[config.mk]
export PLATFORM = sky130hd
export DESIGN_NAME = ppv_ctrl
export DESIGN_NICKNAME = d
export VERILOG_FILES = /design/src/design/pd_passivity_velocity_channel_core_defines.svh /design/src/design/ppv_pkg.sv /design/src/design/ppv_ctrl.sv
export SDC_FILE = /design/constraint.sdc
export NUM_CORES = 1
export LEC_CHECK = 0
export ABC_AREA = 1
export ABC_CLOCK_PERIOD_IN_PS = 1100
export BUFFER_PORTS_ARGS = -buffer_cell sky130_fd_sc_hd__buf_4
export CAP_MARGIN = 20
export CORE_AREA = 2 2 39 41
export DETAILED_ROUTE_END_ITERATION = 8
export DIE_AREA = 0 0 41 43
export PLACE_DENSITY_LB_ADDON = 0.3
export SYNTH_ARGS = -nofsm -noshare
export SYNTH_HDL_FRONTEND = slang
export SYNTH_SLANG_ARGS = --single-unit
export TNS_END_PERCENT = 30
[constraint.sdc]
create_clock -name clk -period 1.1 [get_ports clk]
set_input_delay 0 -clock clk [delete_from_list [all_inputs] [get_ports clk]]
set_output_delay 0 -clock clk [all_outputs]
set_load 0.1 [all_outputs]
[src/design/pd_passivity_velocity_channel_core_defines.svh]
// assertion macros for the pd passivity velocity channel
`ifndef PD_PASSIVITY_VELOCITY_CHANNEL_CORE_DEFINES_SVH
`define PD_PASSIVITY_VELOCITY_CHANNEL_CORE_DEFINES_SVH
`ifndef SYNTHESIS
`define PPV_ASSERT(label, clk, rst_n, prop, msg) \
  label: assert property (@(posedge clk) disable iff (!rst_n) prop) else $error(msg);
`define PPV_ASSERT_NR(label, clk, prop, msg) \
  label: assert property (@(posedge clk) prop) else $error(msg);
`else
`define PPV_ASSERT(label, clk, rst_n, prop, msg)
`define PPV_ASSERT_NR(label, clk, prop, msg)
`endif
`endif

[src/design/ppv_pkg.sv]
package ppv_pkg;

  localparam int DataW = 32;
  localparam int PGainW = 31;
  localparam int ScaleW = 17;
  localparam int CfgIdxW = 2;
  localparam int NumAxes = 3;
  localparam int DivSteps = 64;

  localparam logic [CfgIdxW-1:0] CFG_PROP_GAIN = 2'd0;
  localparam logic [CfgIdxW-1:0] CFG_DERIV_GAIN = 2'd1;
  localparam logic [CfgIdxW-1:0] CFG_VEL_SCALE = 2'd2;
  localparam logic [CfgIdxW-1:0] CFG_PASS_EN = 2'd3;

  localparam logic [PGainW-1:0] PROP_GAIN_RST = 31'd6554;
  localparam logic [PGainW-1:0] DERIV_GAIN_RST = 31'd655;
  localparam logic [ScaleW-1:0] VEL_SCALE_RST = 17'd32768;

  // datapath operations, one per step of the sequencer
  typedef enum logic [3:0] {
    OP_NONE,
    OP_SAMPLE,
    OP_SCALE,
    OP_POS,
    OP_ERR,
    OP_PMUL,
    OP_DMUL,
    OP_FORCE,
    OP_POWER,
    OP_ENERGY,
    OP_CHECK,
    OP_DIV_INIT,
    OP_DIV_STEP,
    OP_DIV_DONE,
    OP_CORR_ENERGY,
    OP_NEXT_AXIS
  } ppv_op_t;

  typedef enum logic [3:0] {
    ST_IDLE,
    ST_SAMPLE,
    ST_SCALE,
    ST_POS,
    ST_ERR,
    ST_PMUL,
    ST_DMUL,
    ST_FORCE,
    ST_POWER,
    ST_ENERGY,
    ST_CHECK,
    ST_DIV,
    ST_DIV_DONE,
    ST_NEXT,
    ST_OUT
  } ppv_state_t;

  typedef struct packed {
    ppv_op_t op;
    logic    corr;      // second pass of the force after correction
  } ppv_cmd_t;

  typedef struct packed {
    logic corr_needed;
    logic div_done;
    logic last_axis;
  } ppv_status_t;

  function automatic logic signed [DataW-1:0] sat32(input logic signed [95:0] v);
    logic signed [95:0] mx;
    logic signed [95:0] mn;
    mx = 96'sh7FFF_FFFF;
    mn = -96'sh8000_0000;
    if (v > mx) sat32 = 32'sh7FFF_FFFF;
    else if (v < mn) sat32 = 32'sh8000_0000;
    else sat32 = v[DataW-1:0];
  endfunction

  // add half lsb, arithmetic shift by 16
  function automatic logic signed [79:0] qround(input logic signed [63:0] p);
    logic signed [79:0] t;
    t = 80'(p) + 80'sd32768;
    qround = t >>> 16;
  endfunction

endpackage

[src/design/ppv_ctrl.sv]
module ppv_ctrl (
  input  logic                 clk,
  input  logic                 rst_n,
  input  logic                 in_valid,
  input  logic                 in_cmd,
  output logic                 in_stall,
  output logic                 in_take,
  output logic                 out_valid,
  input  logic                 out_stall,
  output logic                 out_load,
  output ppv_pkg::ppv_cmd_t    cmd,
  input  ppv_pkg::ppv_status_t status
);
  import ppv_pkg::*;

  ppv_state_t state_r, state_nxt;
  logic corr_r, corr_nxt;
  logic ovalid_r, ovalid_nxt;

  assign in_stall = (state_r != ST_IDLE);
  assign in_take = in_valid && !in_stall;
  assign out_valid = ovalid_r;

  always_ff @(posedge clk) begin
    if (!rst_n) begin
      state_r <= ST_IDLE;
      corr_r <= 1'b0;
      ovalid_r <= 1'b0;
    end else begin
      state_r <= state_nxt;
      corr_r <= corr_nxt;
      ovalid_r <= ovalid_nxt;
    end
  end

  always_comb begin
    state_nxt = state_r;
    corr_nxt = corr_r;
    ovalid_nxt = ovalid_r && out_stall;
    out_load = 1'b0;
    cmd.op = OP_NONE;
    cmd.corr = corr_r;
    unique case (state_r)
      ST_IDLE: if (in_take) state_nxt = in_cmd ? ST_SCALE : ST_SAMPLE;
      ST_SAMPLE: begin cmd.op = OP_SAMPLE; state_nxt = ST_IDLE; end
      ST_SCALE: begin cmd.op = OP_SCALE; corr_nxt = 1'b0; state_nxt = ST_POS; end
      ST_POS: begin cmd.op = OP_POS; state_nxt = ST_ERR; end
      ST_ERR: begin cmd.op = OP_ERR; state_nxt = ST_PMUL; end
      ST_PMUL: begin cmd.op = OP_PMUL; state_nxt = ST_DMUL; end
      ST_DMUL: begin cmd.op = OP_DMUL; state_nxt = ST_FORCE; end
      ST_FORCE: begin cmd.op = OP_FORCE; state_nxt = ST_POWER; end
      ST_POWER: begin cmd.op = OP_POWER; state_nxt = ST_ENERGY; end
      ST_ENERGY: begin
        cmd.op = OP_ENERGY;
        state_nxt = corr_r ? ST_NEXT : ST_CHECK;
      end
      ST_CHECK: begin
        cmd.op = OP_CHECK;
        state_nxt = status.corr_needed ? ST_DIV : ST_NEXT;
        if (status.corr_needed) cmd.op = OP_DIV_INIT;
      end
      ST_DIV: begin
        cmd.op = OP_DIV_STEP;
        if (status.div_done) begin
          cmd.op = OP_NONE;
          state_nxt = ST_DIV_DONE;
        end
      end
      ST_DIV_DONE: begin
        // corrected position, then rerun the force and energy steps
        cmd.op = OP_DIV_DONE;
        corr_nxt = 1'b1;
        state_nxt = ST_ERR;
      end
      ST_NEXT: begin
        cmd.op = OP_NEXT_AXIS;
        state_nxt = status.last_axis ? ST_OUT : ST_SCALE;
      end
      ST_OUT: begin
        if (!ovalid_r || !out_stall) begin
          out_load = 1'b1;
          ovalid_nxt = 1'b1;
          state_nxt = ST_IDLE;
        end
      end
      default: state_nxt = ST_IDLE;
    endcase
  end

endmodule

==> flow_summary.yaml <==
outcome:
  violations: "setup timing"
  status: "finished, violations left"
sta:
  tns_ns: -2.36
  setup_viol: 12
  rsz0062_at_grt: "true"
  final_hold_viol_count: 0
  worstMarginPinSlew_ns: 0.298
  slew_headroom_pct: 80.1
  fin_skew_ns: 0.00688
  holdWs_ns: 0.0783
  layout_min_cycle_time_ns: 1.38
  drv_slew: 0
  max_freq_mhz: 724
  setup_ws_ns: -0.281
  layout_worst_path_cycle_share_pct: 126
power:
  total_power_w: 0.000975
  leakage_nw: 0.533
  ir_drop_mv: 0.574
  power_per_cell_area_mw_per_mm2: 924
cts:
  clockRootBuffer: "clkbuf_4"
  cts_buffers: 3
  clockBufferDepth: 2
  cts_sinks: 6
  clkLatencyLatePin_ns: 0.25
  htree_levels: 1
  cts_tree: "yes"
  clk_pin_slew_ns: 0.04
yosys:
  ys.flop_type: "dfxtp_1"
  post_synth_fa_ha_maj_area_fraction_pct: 0
  ys_types: 17
  ys_seq_area_share_pct: 22.8
  synth_top_family_by_area: "simple AND/OR/NAND/NOR gates"
  synth_warnings: 0
  syn_nets: 102
  synthCells: 94
  synth_edf_count: 0
  ys_ff_latch: 6
  syn_area_sq_um: 527
  async_reset_ff_share_pct: 0
  synth_compound_area_share_pct: 13.3
  yosys.area_share.simple_pct: 51.1
  syn_area_per_cell_sq_um: 5.60
  synth.area.mux_share_pct: 0
  synth-xor-area-share_pct: 0
place:
  post-dp-hpwl_um: 1190
  dp.cells: 137
  place_area_sq_um: 835
  io_buffers: 16
  gp_congestion: 0.825
min_path:
  hold_path_end: "state_r[1]$_SDFFE_PN0P_"
  holdCritStartpoint: "rst_n"
  min_path_type: "in2reg"
  hold_depth: 3
setup_path:
  crit_buf_inv: 2
  cp_max_fo: 5
  cp.arrival_ns: 1.38
  cp_data_required_time_ns: 1.10
  path_delay_family: "simple AND/OR/NAND/NOR gates"
  crit_top_cell: "nand2_2"
  r2r-start: "state_r[2]$_SDFFE_PN0P_"
  crit_path_start: "state_r[1]$_SDFFE_PN0P_"
  reg2reg_slack_ns: -0.19
  r2r_end: "state_r[1]$_SDFFE_PN0P_"
  reg2reg_depth: 8
  cp-start-kind: "register"
  worst_path_max_delay_cell: "dfxtp_4"
  max_stage_delay_ns: 0.37
  worstSetupPathType: "reg2out"
  path_cells: "buf_6 -> nand2_2 -> nor2_1 -> nand2_1 -> nand2_2 -> buf_12"
  cp-end-kind: "output pin"
grt:
  grt_max_degree: 7
  antenna_found_initial: 0
  grt_pass1_vias: 716
  grt_overflow: 0
  track_usage_pct: 22.6
  grt_pass1_wl_um: 2730
drt:
  drtIter0Drc: 17
  drt_first_pass_iters: 4
  totalWireLength_um: 1810
  viasPerCell: 5.01
  vias: 736
  ant_nets: 0
  drc: 0
  wire_per_inst_um: 12.3
layout:
  nets: 140
  stdcell_count: 147
  design_area_sq_mm: 0.00106
  syn_to_final_growth_pct: 100
  layout-drive-gt1-share_pct: 55.7
  antenna_cells: 0
die:
  start_util_pct: 38.1
  placementRows: 14
  die_w_um: 41
  core_sq_mm: 0.00138
  die_y_um: 43
  io_pins: 17
  die_area_sq_mm: 0.00176
flow_run:
  maxCapViolCount: 0
==> per-layer routing <==
layer	track usage (%)	share of wire, %	up-vias
met5	0	0	-
met4	9.33	1.0	0
met3	6.28	3.6	4
met2	37.8	54	26
met1	25.1	41	336
li1	-	-	370
==> cell families after synthesis <==
group                  count (synthesis)
DFF                                    6
buffers and inverters                 17
and+or+nand+nor                       59
AOI/OAI and AO/OA                     12
==> area by class of cell <==
cell class | count | area [sq um]
sequential | 6 | 139
timing repair buffer | 34 | 350
inverter | 16 | 65.1
tap | 16 | 20.0
multi-input combinational | 71 | 455
clock buffer | 4 | 26.3
fill | 94 | 328
==> where the power goes <==
part           switching, W  internal (W)  total (W)
logic              0.000309      0.000203   0.000512
clock network     0.0000848      0.000138   0.000223
registers         0.0000194      0.000221   0.000241
==> repair_timing <==
| item | CTS | global route |
|---|---|---|
| hold endpoints to repair | 0 | 0 |
| pin swaps | 7 | 2 |
| endpoints found under the setup margin | 12 | 12 |
| hold buffers | 0 | 0 |
| setup buffers | 6 | 0 |
| gates resized for setup | 34 | 7 |
==> sequential cells by signal (all words and copies together) (netlist names) <==
name and flops:
corr_r 1, state_r 4, out_valid 1
==> placed cells by master, fill, tap and decap left out, types with 2 or more instances in the layout <==
| master | netlist | routed |
|---|---|---|
| buf_12 | 0 | 7 |
| nor2_1 | 11 | 6 |
| a21oi_1 | 6 | 6 |
| clkbuf_4 | 0 | 3 |
| inv_4 | 0 | 2 |
| nor2_2 | 3 | 3 |
| nand2_4 | 1 | 3 |
| nor2_4 | 2 | 7 |
| dfxtp_4 | 0 | 5 |
| buf_4 | 1 | 25 |
| o21ai_4 | 0 | 2 |
| inv_2 | 4 | 4 |
| nand3_1 | 10 | 9 |
| nand2_1 | 30 | 25 |
| inv_1 | 12 | 10 |
| nand2_2 | 2 | 4 |
| buf_6 | 0 | 2 |
==> worst max path at each step <==
stage / to / slack [ns] / depth (start not counted)
after floorplan: in_take / -0.16 / 3
after global placement: state_r[2]$_SDFFE_PN0P_ / -0.09 / 8
after detailed placement: state_r[1]$_SDFFE_PN0P_ / -0.09 / 7
after CTS: cmd[3] / -0.24 / 5
after global routing: cmd[4] / -0.30 / 6
final: cmd[1] / -0.28 / 6
==> worst min-delay path, cell delays in order <==
cell and delay (ns):
buf_4 0.07, inv_1 0.08, a21oi_1 0.12
==> Yosys cell counts (2+ instances only) <==
| cell | n | area, sq um |
|---|---|---|
| dfxtp_1 | 6 | 120 |
| nor2_1 | 11 | 41.3 |
| nand2_1 | 30 | 113 |
| nand2_2 | 2 | 12.5 |
| o21ai_0 | 2 | 10.0 |
| nor2_2 | 3 | 18.8 |
| a21oi_1 | 6 | 30.0 |
| inv_2 | 4 | 15.0 |
| nand3_1 | 10 | 50.1 |
| nor2_4 | 2 | 22.5 |
| inv_1 | 12 | 45.0 |
==> through the flow <==
stage / worst slack, ns / utilization, %
after global placement: -0.0949 / 60.3
after floorplan: -0.157 / -
final: -0.281 / 76.3
after CTS: -0.241 / 74.3
after detailed placement: -0.0883 / 60.3
after global routing: -0.303 / 76.3
(Power assumes the default switching activity.)
